### src/hw/rtl/ppc_pkg.sv
// ppc_pkg: shared types and fixed field widths for the perceptron classify/train unit
// no dependencies; imported by ppc_lane, ppc_merge, perceptron_classify_train_unit and the testbench
package ppc_pkg;

   // fixed transaction field widths
   localparam int THRESH_W  = 21;
   localparam int SUM_OUT_W = 21;
   localparam int PATTERN_W = 25;
   localparam int INDEX_W   = 5;
   localparam int VALUE_W   = 16;

   // operation codes carried on the request channel
   typedef enum logic [1:0] {
      OP_CLASSIFY = 2'd0,
      OP_TRAIN    = 2'd1,
      OP_WRITE    = 2'd2,
      OP_CLEAR    = 2'd3
   } opcode_type;

   // per-lane weight update command, issued when a transaction completes
   typedef struct packed {
      logic commit;
      logic clear;
      logic write;
      logic adjust;
      logic up;
   } lane_cmd_type;

endpackage

### src/hw/rtl/ppc_lane.sv
// ppc_lane: one grid row of weights with its partial sum and update logic
// depends on ppc_pkg (lane_cmd_type, INDEX_W)
module ppc_lane import ppc_pkg::*; #(
   parameter int GRID_SIDE   = 5,
   parameter int WEIGHT_BITS = 16,
   parameter int LANE_ID     = 0,
   localparam int ROW_W      = WEIGHT_BITS + $clog2(GRID_SIDE)
) (
   input  logic                          clock,
   input  logic                          reset,
   input  logic                          capture,
   input  logic [GRID_SIDE-1:0]          row_bits,
   input  lane_cmd_type                  cmd,
   input  logic [INDEX_W-1:0]            wr_index,
   input  logic signed [WEIGHT_BITS-1:0] wr_weight,
   output logic signed [ROW_W-1:0]       row_sum
);

   localparam int COL_W = $clog2(GRID_SIDE);
   localparam int BASE  = LANE_ID * GRID_SIDE;
   localparam logic signed [WEIGHT_BITS-1:0] WMAX = {1'b0, {(WEIGHT_BITS-1){1'b1}}};
   localparam logic signed [WEIGHT_BITS-1:0] WMIN = {1'b1, {(WEIGHT_BITS-1){1'b0}}};
   localparam logic signed [WEIGHT_BITS-1:0] W_ONE = WEIGHT_BITS'(1);

   logic signed [WEIGHT_BITS-1:0] weights_ff [GRID_SIDE];
   logic signed [WEIGHT_BITS-1:0] weights_in [GRID_SIDE];
   logic [GRID_SIDE-1:0]          row_bits_ff;
   logic [GRID_SIDE-1:0]          row_bits_in;
   logic signed [ROW_W-1:0]       row_sum_ff;
   logic signed [ROW_W-1:0]       row_sum_in;
   logic signed [ROW_W-1:0]       sum_now;
   logic                          wr_hit;
   logic [COL_W-1:0]              wr_col;

   // partial sum of this row's weights at the set pixels
   always_comb begin
      sum_now = '0;
      for (int c = 0; c < GRID_SIDE; c++) begin
         if (row_bits[c]) begin
            sum_now = sum_now + ROW_W'(weights_ff[c]);
         end
      end
   end

   // hold the partial sum and pixels for the transaction in flight
   assign row_sum_in  = capture ? sum_now : row_sum_ff;
   assign row_bits_in = capture ? row_bits : row_bits_ff;

   // does a weight write land in this row
   assign wr_hit = (int'(wr_index) >= BASE) && (int'(wr_index) < BASE + GRID_SIDE);
   assign wr_col = COL_W'(int'(wr_index) - BASE);

   // weight update: clear, single write, or saturating +/-1 on set pixels
   always_comb begin
      for (int c = 0; c < GRID_SIDE; c++) begin
         weights_in[c] = weights_ff[c];
         if (cmd.commit) begin
            if (cmd.clear) begin
               weights_in[c] = '0;
            end else if (cmd.write && wr_hit && (wr_col == COL_W'(c))) begin
               weights_in[c] = wr_weight;
            end else if (cmd.adjust && row_bits_ff[c]) begin
               if (cmd.up) begin
                  if (weights_ff[c] != WMAX) begin
                     weights_in[c] = weights_ff[c] + W_ONE;
                  end
               end else begin
                  if (weights_ff[c] != WMIN) begin
                     weights_in[c] = weights_ff[c] - W_ONE;
                  end
               end
            end
         end
      end
   end

   always_ff @(posedge clock) begin
      if (reset) begin
         for (int c = 0; c < GRID_SIDE; c++) begin
            weights_ff[c] <= '0;
         end
      end else begin
         for (int c = 0; c < GRID_SIDE; c++) begin
            weights_ff[c] <= weights_in[c];
         end
      end
   end

   // per-transaction payload, no reset needed
   always_ff @(posedge clock) begin
      row_sum_ff  <= row_sum_in;
      row_bits_ff <= row_bits_in;
   end

   assign row_sum = row_sum_ff;

endmodule

### src/hw/rtl/ppc_merge.sv
// ppc_merge: adds the lane partial sums, compares with the threshold, saturates the sum
// depends on ppc_pkg (THRESH_W, SUM_OUT_W)
module ppc_merge import ppc_pkg::*; #(
   parameter int GRID_SIDE   = 5,
   parameter int WEIGHT_BITS = 16,
   localparam int ROW_W      = WEIGHT_BITS + $clog2(GRID_SIDE)
) (
   input  logic signed [ROW_W-1:0]     row_sum [GRID_SIDE],
   input  logic signed [THRESH_W-1:0]  threshold,
   output logic                        decision,
   output logic signed [SUM_OUT_W-1:0] sat_sum
);

   localparam int SUM_W = ROW_W + $clog2(GRID_SIDE);
   localparam int CMP_W = (SUM_W > THRESH_W) ? SUM_W : THRESH_W;
   localparam logic signed [SUM_OUT_W-1:0] SAT_MAX = {1'b0, {(SUM_OUT_W-1){1'b1}}};
   localparam logic signed [SUM_OUT_W-1:0] SAT_MIN = {1'b1, {(SUM_OUT_W-1){1'b0}}};

   logic signed [SUM_W-1:0] total;
   logic signed [CMP_W-1:0] total_wide;
   logic signed [CMP_W-1:0] thresh_wide;

   // sum of the lane results
   always_comb begin
      total = '0;
      for (int r = 0; r < GRID_SIDE; r++) begin
         total = total + SUM_W'(row_sum[r]);
      end
   end

   assign total_wide  = CMP_W'(total);
   assign thresh_wide = CMP_W'(threshold);

   // class decision uses the exact sum
   assign decision = (total_wide >= thresh_wide);

   // reported sum clamps to the output field range
   always_comb begin
      if (total_wide > CMP_W'(SAT_MAX)) begin
         sat_sum = SAT_MAX;
      end else if (total_wide < CMP_W'(SAT_MIN)) begin
         sat_sum = SAT_MIN;
      end else begin
         sat_sum = total_wide[SUM_OUT_W-1:0];
      end
   end

endmodule

### src/hw/rtl/perceptron_classify_train_unit.sv
// perceptron_classify_train_unit: top level of the binary perceptron classify/train unit
// depends on ppc_pkg, ppc_lane (one per grid row) and ppc_merge
//
// Usage:
//  - request channel (req_*): opcode, pattern, target, weight_index, weight_value;
//    a transaction is taken when req_valid is high and req_stall is low
//  - response channel (rsp_*): decision, weighted_sum, mistake; one response per
//    request, taken when rsp_valid is high and rsp_stall is low
//  - csr_write_enable/csr_write_data write the signed threshold; write it only
//    while no request is outstanding
//  - a request is not taken until the previous one has been merged: each row lane
//    registers its partial sum when the request is taken, and the merge, compare
//    and weight write-back happen in the busy state that follows, which the next
//    request's sum must see
//  - req_stall is high while a request is being merged; a response waiting on
//    rsp_stall does not block the next request, but that request is held in the
//    merge state until the output register frees up
//  - reset (synchronous, active high) clears all weights, the threshold and
//    any transaction in flight
module perceptron_classify_train_unit import ppc_pkg::*; #(
   parameter int GRID_SIDE   = 5,
   parameter int WEIGHT_BITS = 16
) (
   input  logic                        clock,
   input  logic                        reset,
   input  logic                        req_valid,
   output logic                        req_stall,
   input  logic [1:0]                  req_opcode,
   input  logic [PATTERN_W-1:0]        req_pattern,
   input  logic                        req_target,
   input  logic [INDEX_W-1:0]          req_weight_index,
   input  logic signed [VALUE_W-1:0]   req_weight_value,
   output logic                        rsp_valid,
   input  logic                        rsp_stall,
   output logic                        rsp_decision,
   output logic signed [SUM_OUT_W-1:0] rsp_weighted_sum,
   output logic                        rsp_mistake,
   input  logic                        csr_write_enable,
   input  logic signed [THRESH_W-1:0]  csr_write_data
);

   localparam int PIXELS  = GRID_SIDE * GRID_SIDE;
   localparam int ROW_W   = WEIGHT_BITS + $clog2(GRID_SIDE);
   localparam int CLAMP_W = ((WEIGHT_BITS > VALUE_W) ? WEIGHT_BITS : VALUE_W) + 1;
   localparam logic signed [WEIGHT_BITS-1:0] WMAX = {1'b0, {(WEIGHT_BITS-1){1'b1}}};
   localparam logic signed [WEIGHT_BITS-1:0] WMIN = {1'b1, {(WEIGHT_BITS-1){1'b0}}};

   typedef enum logic [1:0] {
      ST_IDLE = 2'b01,
      ST_BUSY = 2'b10
   } state_type;

   state_type                     state_ff, state_in;
   logic signed [THRESH_W-1:0]    threshold_ff, threshold_in;
   opcode_type                    op_ff, op_in;
   logic                          target_ff, target_in;
   logic [INDEX_W-1:0]            index_ff, index_in;
   logic signed [VALUE_W-1:0]     value_ff, value_in;
   logic                          rsp_valid_ff, rsp_valid_in;
   logic                          rsp_decision_ff, rsp_decision_in;
   logic signed [SUM_OUT_W-1:0]   rsp_sum_ff, rsp_sum_in;
   logic                          rsp_mistake_ff, rsp_mistake_in;

   logic                          req_take;
   logic                          out_free;
   logic                          finish;
   logic [PIXELS-1:0]             pix;
   logic signed [ROW_W-1:0]       row_sum [GRID_SIDE];
   logic                          decision;
   logic signed [SUM_OUT_W-1:0]   sat_sum;
   logic                          mistake;
   logic signed [CLAMP_W-1:0]     value_wide;
   logic signed [WEIGHT_BITS-1:0] wr_weight;
   lane_cmd_type                  cmd;

   // handshake and sequencing
   assign req_stall = (state_ff == ST_BUSY);
   assign req_take  = req_valid && !req_stall;
   assign out_free  = !rsp_valid_ff || !rsp_stall;
   assign finish    = (state_ff == ST_BUSY) && out_free;

   always_comb begin
      case (state_ff)
         ST_IDLE: state_in = req_take ? ST_BUSY : ST_IDLE;
         ST_BUSY: state_in = finish ? ST_IDLE : ST_BUSY;
         default: state_in = ST_IDLE;
      endcase
   end

   // threshold register
   assign threshold_in = csr_write_enable ? csr_write_data : threshold_ff;

   // request payload held until the merge completes
   assign op_in     = req_take ? opcode_type'(req_opcode) : op_ff;
   assign target_in = req_take ? req_target : target_ff;
   assign index_in  = req_take ? req_weight_index : index_ff;
   assign value_in  = req_take ? req_weight_value : value_ff;

   // pixel map: pattern bits past the port width read as clear
   for (genvar i = 0; i < PIXELS; i++) begin : g_pix
      if (i < PATTERN_W) begin : g_in
         assign pix[i] = req_pattern[i];
      end else begin : g_off
         assign pix[i] = 1'b0;
      end
   end

   // write value clamped to the weight range
   assign value_wide = CLAMP_W'(value_ff);
   always_comb begin
      if (value_wide > CLAMP_W'(WMAX)) begin
         wr_weight = WMAX;
      end else if (value_wide < CLAMP_W'(WMIN)) begin
         wr_weight = WMIN;
      end else begin
         wr_weight = value_wide[WEIGHT_BITS-1:0];
      end
   end

   // training mistake and lane update command
   assign mistake    = (op_ff == OP_TRAIN) && (target_ff != decision);
   assign cmd.commit = finish;
   assign cmd.clear  = (op_ff == OP_CLEAR);
   assign cmd.write  = (op_ff == OP_WRITE);
   assign cmd.adjust = mistake;
   assign cmd.up     = target_ff;

   // one lane per grid row
   for (genvar r = 0; r < GRID_SIDE; r++) begin : g_lane
      ppc_lane #(
         .GRID_SIDE   (GRID_SIDE),
         .WEIGHT_BITS (WEIGHT_BITS),
         .LANE_ID     (r)
      ) u_lane (
         .clock     (clock),
         .reset     (reset),
         .capture   (req_take),
         .row_bits  (pix[r*GRID_SIDE +: GRID_SIDE]),
         .cmd       (cmd),
         .wr_index  (index_ff),
         .wr_weight (wr_weight),
         .row_sum   (row_sum[r])
      );
   end

   // merge lane sums into the decision
   ppc_merge #(
      .GRID_SIDE   (GRID_SIDE),
      .WEIGHT_BITS (WEIGHT_BITS)
   ) u_merge (
      .row_sum   (row_sum),
      .threshold (threshold_ff),
      .decision  (decision),
      .sat_sum   (sat_sum)
   );

   // response register
   always_comb begin
      if (finish) begin
         rsp_valid_in = 1'b1;
      end else if (rsp_valid_ff && !rsp_stall) begin
         rsp_valid_in = 1'b0;
      end else begin
         rsp_valid_in = rsp_valid_ff;
      end
   end
   assign rsp_decision_in = finish ? decision : rsp_decision_ff;
   assign rsp_sum_in      = finish ? sat_sum : rsp_sum_ff;
   assign rsp_mistake_in  = finish ? mistake : rsp_mistake_ff;

   always_ff @(posedge clock) begin
      if (reset) begin
         state_ff     <= ST_IDLE;
         threshold_ff <= '0;
         rsp_valid_ff <= 1'b0;
      end else begin
         state_ff     <= state_in;
         threshold_ff <= threshold_in;
         rsp_valid_ff <= rsp_valid_in;
      end
   end

   always_ff @(posedge clock) begin
      op_ff           <= op_in;
      target_ff       <= target_in;
      index_ff        <= index_in;
      value_ff        <= value_in;
      rsp_decision_ff <= rsp_decision_in;
      rsp_sum_ff      <= rsp_sum_in;
      rsp_mistake_ff  <= rsp_mistake_in;
   end

   assign rsp_valid        = rsp_valid_ff;
   assign rsp_decision     = rsp_decision_ff;
   assign rsp_weighted_sum = rsp_sum_ff;
   assign rsp_mistake      = rsp_mistake_ff;

   // a taken request always puts the unit into the busy merge state
   a_take_busy: assert property (@(posedge clock) disable iff (reset)
      req_take |=> req_stall)
      else $error("request taken but unit not busy");

   // completing a transaction always produces a response and frees the input
   a_finish_rsp: assert property (@(posedge clock) disable iff (reset)
      finish |=> (rsp_valid && !req_stall))
      else $error("completion did not present a response");

   // only training can flag a mistake
   a_mistake_train: assert property (@(posedge clock) disable iff (reset)
      (finish && (op_ff != OP_TRAIN)) |=> !rsp_mistake)
      else $error("mistake flagged on a non-training transaction");

   // no response appears without a completing transaction
   a_no_phantom: assert property (@(posedge clock) disable iff (reset)
      (!rsp_valid && !finish) |=> !rsp_valid)
      else $error("response appeared with nothing in flight");

endmodule

### config.mk
export PLATFORM = sky130hd
export DESIGN_NAME = perceptron_classify_train_unit
export DESIGN_NICKNAME = d
export VERILOG_FILES = /design/src/hw/rtl/ppc_pkg.sv /design/src/hw/rtl/ppc_lane.sv /design/src/hw/rtl/ppc_merge.sv /design/src/hw/rtl/perceptron_classify_train_unit.sv
export SDC_FILE = /design/constraint.sdc
export NUM_CORES = 2
export LEC_CHECK = 0
export BUFFER_PORTS_ARGS = -buffer_cell sky130_fd_sc_hd__buf_2
export CAP_MARGIN = 40
export CELL_PAD_IN_SITES_DETAIL_PLACEMENT = 0
export CELL_PAD_IN_SITES_GLOBAL_PLACEMENT = 2
export CORE_MARGIN = 5
export CORE_UTILIZATION = 36
export DETAILED_ROUTE_END_ITERATION = 8
export GPL_TIMING_DRIVEN = 1
export PLACE_DENSITY_LB_ADDON = 0.1
export SLEW_MARGIN = 20
export SYNTH_ARGS = -nofsm -noshare
export SYNTH_HDL_FRONTEND = slang
export SYNTH_HIERARCHICAL = 1
export SYNTH_SLANG_ARGS = --single-unit
### constraint.sdc
create_clock -name clock -period 8.26 [get_ports clock]
set_input_delay 0.826 -clock clock [delete_from_list [all_inputs] [get_ports clock]]
set_output_delay 0.826 -clock clock [all_outputs]
set_load 0.005 [all_outputs]
# Word level (Yosys, flattened, before mapping)
# Memories as Yosys holds them, arrays and structs flattened.
# Cells that the tools add are included.
[classes]
n_eq_ne = 76
reduce_logical = 73
muxes = 236
n_addsub = 78
n_bitwise = 25
n_lt_le_gt_ge = 14
[op_table]
columns = ["cell", "count"]
rows = [
  ["two-way mux 16 bit", 202],
  ["!= test 16 bit (second input constant)", 50],
  ["two-way mux 19 bit", 25],
  ["adder 16 x 2 -> 16 bit (second input constant)", 25],
  ["subtractor 16 x 2 -> 16 bit (second input constant)", 25],
  ["adder 19 x 16 -> 19 bit", 20],
  ["logical AND 1 bit", 63],
  ["adder 22 x 19 -> 22 bit", 2],
  ["== test 3 x 2 -> 1 bit (second input constant)", 10],
  ["OR 1 bit", 25],
  [">= comparator 22 x 21 -> 1 bit", 1],
  ["> comparator 22 x 21 -> 1 bit (second input constant)", 1],
  ["< comparator 22 x 21 -> 1 bit (second input constant)", 1],
  ["adder 20 x 19 -> 21 bit", 1],
  ["two-way mux 21 bit", 1],
  ["adder 19 x 19 -> 20 bit", 1],
  ["> comparator 16 bit (second input constant)", 1],
  ["< comparator 16 bit (second input constant)", 1],
  ["== test 3 x 1 -> 1 bit (second input constant)", 5],
  ["== test 3 bit (second input constant)", 5],
  ["zero test 3 bit", 5],
  [">= comparator 5 x 4 -> 1 bit (second input constant)", 2],
  ["< comparator 5 x 4 -> 1 bit (second input constant)", 2],
  ["< comparator 5 bit (second input constant)", 2],
  ["other kinds (14)", 26],
]
[word_totals]
n_memories = 5
ff_bits = 191
inputBits = 75
out_inout_bits = 25
word_cells = 527
mem_bits_rw = 400
[mem_list]
columns = ["name", "words", "word_bits", "read_ports", "rd_ports_with_merged_regs", "wr", "line", "text"]
rows = [
  ["g_lane[0].u_lane.weights_ff", 5, 16, 5, 0, 5, "ppc_lane.sv:25", "logic signed [WEIGHT_BITS-1:0] weights_ff [GRID_SIDE];"],
  ["g_lane[1].u_lane.weights_ff", 5, 16, 5, 0, 5, "ppc_lane.sv:25", ""],
  ["g_lane[2].u_lane.weights_ff", 5, 16, 5, 0, 5, "ppc_lane.sv:25", ""],
  ["g_lane[3].u_lane.weights_ff", 5, 16, 5, 0, 5, "ppc_lane.sv:25", ""],
  ["g_lane[4].u_lane.weights_ff", 5, 16, 5, 0, 5, "ppc_lane.sv:25", ""],
]

# Logic depth before layout (Yosys ltp)
[depth]
depth_word = 13
mapped_depth = 41

# Hierarchy
# Netlist, hierarchy kept.
[modules_own_cells]
columns = ["mod", "area_per_inst_um2", "seq_area_each_um2", "instances", "cells_per_inst"]
rows = [
  ["ppc_lane at g_lane[1].u_lane", 12254.3, 2322.2, 1, 1574],
  ["ppc_lane at g_lane[2].u_lane", 12170.4, 2322.2, 1, 1576],
  ["ppc_lane at g_lane[3].u_lane", 12127.9, 2322.2, 1, 1590],
  ["ppc_lane at g_lane[4].u_lane", 11931.4, 2322.2, 1, 1545],
  ["ppc_lane at g_lane[0].u_lane", 11912.7, 2322.2, 1, 1554],
  ["ppc_merge", 3684.8, 0.0, 1, 499],
  ["perceptron_classify_train_unit", 2404.8, 1891.8, 1, 150],
]

# Worst setup path after synthesis
# No wires, ideal clock.
[synth_timing]
path_type = "flip-flop to flip-flop"
startpoint = "register g_lane[4].u_lane.row_sum_ff[1]"
endpoint = "memory g_lane[3].u_lane.weights_ff[0][14]"
path_buffers = 1
setup_ps = 62
t_arrival_ps = 8325
stages_incl_launch_ff = 29
path_slack_ps = -127
period_less_slack_ps = 8387
cell_sequence = "edfxtp_1 -> inv_1 -> fa_1 -> fa_1 -> fa_1 -> inv_1 -> ha_1 -> fa_1 -> a211oi_2 -> nor4_1 -> nor3_2 -> o211ai_2 -> a221o_1 -> xor2_1 -> ha_1 -> nand4_1 -> or4_1 -> o211ai_1 -> a2111oi_2 -> a211oi_2 -> xnor2_1 -> nor3b_1 -> a31oi_1 -> a31oi_1 -> o21ai_1 -> or3_1 -> clkbuf_1 -> or4b_1 -> nand3_1"
[synth_rtl]
columns = ["element", "line", "text"]
rows = [
  ["from (decl)", "ppc_lane.sv:29", "logic signed [ROW_W-1:0] row_sum_ff;"],
  ["from (signal assigned)", "ppc_lane.sv:91", "row_sum_ff <= row_sum_in;"],
  ["to (decl)", "ppc_lane.sv:25", ""],
]

==> results.yml <==
worst_setup_path:
  crit_top_cell: "fa_1"
  crit_arrival_ns: 8.50
  worst_setup_path_end_kind: "flip-flop"
  cp-start-kind: "flip-flop"
  critPathMaxStageDelay_ns: 0.57
  critical_path_class: "reg2reg"
  path_max_fanout: 9
  worstPathRequired_ns: 8.89
  cp_slowest_cell: "fa_1"
route:
  wire_per_inst_um: 22.94
  drt_iter0_drc: 4569
  totalWireLength_mm: 254.7
  dr.pass1.iters: 6
  drcViolationCount: 0
  antenna_left: 0
  vias: 63200
  drt-vias-per-instance: 5.693
logic_synthesis:
  synthTopCellsByArea: "ha_1 (14%), dfxtp_1 (13%), edfxtp_1 (7.5%)"
  synth_edf_count: 167
  yosysSeqAreaShare_pct: 20.31
  synth_common_cells: "a21oi_1 (789), ha_1 (748), nand2_1 (735)"
  syn_nets: 9410
  synth.most_common_cell: "a21oi_1"
  synth_top_area_share_pct: 14.08
  synth.avg_cell_area_sq_um: 7.833
  synth_area_leader_cell: "ha_1"
  yosys_warnings: 6
  synthFlopType: "dfxtp_1"
  ys_ff_latch: 591
  syn_area_sq_um: 66490
  ys_types: 124
  synthCells: 8488
  async_reset_ff_share_pct: 0
floorplan:
  io_pins: 100
  rows: 157
  start_util_pct: 36.24
  chipHeight_um: 439.8
  die_w_um: 439.8
  coreArea_sq_um: 183500
  die_area_sq_um: 193400
pwr:
  peakVddDrop_mv: 0.2456
  p_per_area_nw_per_um2: 164.9
  p_leak_nw: 32.48
  p_sw_mw: 4.842
  p_int_mw: 7.371
  pwr-share-clk_pct: 32.9
  switching_share_pct: 39.65
  seqPwrFrac_pct: 27.4
  combPwrFrac_pct: 39.6
  finalPower_mw: 12.21
clock_network:
  insertion_delay_ns: 0.72
  htreeDepth: 3
  clockRootBuffer: "clkbuf_16"
  cts_sinks: 591
  cts_buffers: 84
  cts.clk_slew.worst_paths_ns: 0.07
  cts_tree: "built"
  clk_path_buf_depth: 3
grt:
  antenna_found_initial: 20
  grt-ovfl-total: 0
  grt_pass1_vias: 59880
  track_usage_pct: 25.44
  grt_pass1_wl_mm: 381.6
  grt_start_max_net_pins: 104
timing:
  layout_worst_path_cycle_share_pct: 95.25
  relSlewSlack_pct: 43.79
  fmax_mhz: 127.1
  finalMaxSlewViolations: 0
  setup_slack_ns: 0.3922
  fin_hold_ws_ns: 0.2763
  worst_clock_skew_ns: 0.03190
  final.setup.tns_ns: 0
  period_needed_ns: 7.868
  setup_viol: 0
  timing.final.hold_violations: 0
  worst_slew_pin_slew_ns: 0.8219
finish:
  drive_gt1_share_pct: 8.940
  final_cell_area_sq_um: 74060
  fin_cells: 11100
  syn_to_final_growth_pct: 11.39
  layout.nets: 9485
  fin_util_pct: 40.37
placed_design:
  place.detailed.hpwl_mm: 189.2
  port_buffers: 99
  dp.cells: 10940
  routabilityCongestion: 0.9010
  pre_cts_slack_ns: -0.01777
  place_area_sq_um: 70890
job:
  cap_violations: 0
worst_hold_path:
  holdCritPathClass: "in2reg"
outcome:
  status: "finished, final reports clean"
## cell type report
type / instances / area, sq um
Antenna cell: 3 / 7.507
Clock buffer: 110 / 2321
Clock inverter: 48 / 669.4
Fill cell: 18930 / 109400
Inverter: 516 / 1944
Multi-Input combinational cell: 7030 / 49820
Sequential cell: 591 / 13500
Tap cell: 2464 / 3083
Timing Repair Buffer: 340 / 2715
## registers in the layout (all words and copies together) (netlist names), 2 cells and up
| name | count |
|---|---|
| g_lane.u_lane/weights_ff | 400 |
| g_lane.u_lane/row_bits_ff | 25 |
| op_ff | 2 |
| threshold_ff | 21 |
| state_ff | 2 |
| g_lane.u_lane/row_sum | 95 |
| rsp_weighted_sum | 21 |
| index_ff | 5 |
| value_ff | 16 |
## path summary, 6_finish.rpt
check	to	startpoint	cells past startpoint	slack, ns
worst min register to register	threshold_ff[1]	threshold_ff[1]	2	0.50
worst min-delay path	value_ff[7]	req_weight_value[7]	1	0.28
worst max register to register	g_lane[3].u_lane/weights_ff[0][14]	g_lane[4].u_lane/row_sum[1]	30	0.39
worst max-delay path	g_lane[3].u_lane/weights_ff[0][14]	g_lane[4].u_lane/row_sum[1]	30	0.39
## timing repair
action	4_1_cts	5_1_grt
hold buffers	0	0
gates resized for setup	0	18
buffers inserted	0	3
setup endpoints to repair	0	169
## critical path, delay by kind of cell (launching register included)
kind / cells / cell delay [ns]
buffers and inverters: 6 / 0.86
XOR/XNOR: 2 / 0.47
adder cells (fa/ha/maj): 6 / 2.59
AO/OA/AOI/OAI: 12 / 2.26
flip-flops: 1 / 0.32
AND/OR/NAND/NOR: 4 / 1.23
## per-layer routing
layer	up-vias	global-route usage [%]	wire (um)
met5	-	0	13
met4	2	6.285	6911
met3	265	2.639	10190
met2	1314	42.17	116400
met1	30320	35.42	121200
li1	31300	-	-
## cell usage in the layout, fill, tap and decap left out, drive strengths merged, types with 27 or more instances in the layout
cell,n
a21oi,794
ha,748
nand2,736
nor2,682
o21ai,548
inv,518
dfxtp,424
xnor2,339
buf,338
xor2,272
a21o,233
nor3,204
nand3,178
edfxtp,167
mux2,151
or3,134
nor4,126
nand4,121
nor2b,120
clkbuf,111
a22oi,109
a31oi,103
fa,99
and2,96
mux2i,89
nand2b,88
o21a,82
and3,76
a211oi,73
a22o,69
o31ai,63
o21bai,61
o211ai,58
o22ai,37
or2,37
nand3b,31
a21boi,29
a32oi,28
or4,27
## kinds of logic after synthesis
| logic type | Yosys count | synth area share (%) |
|---|---|---|
| XOR/XNOR | 615 | 8.184 |
| flip-flops | 591 | 20.31 |
| buffers and inverters | 867 | 5.070 |
| multiplexers | 240 | 3.937 |
| adder cells (fa/ha/maj) | 858 | 17.23 |
| AND/OR/NAND/NOR | 2767 | 20.57 |
| AO/OA/AOI/OAI | 2550 | 24.70 |
## power groups by stage
stage	Clock, mW	Combinational (mW)	Sequential (mW)
floorplan	0	3.03	3.36
global placement	0	4.75	3.41
detailed placement	0	4.79	3.41
CTS	4.14	4.82	3.35
global route	4.24	5.33	3.36
finish	4.02	4.84	3.35
Note: power is estimated with default switching activity, not from simulation.
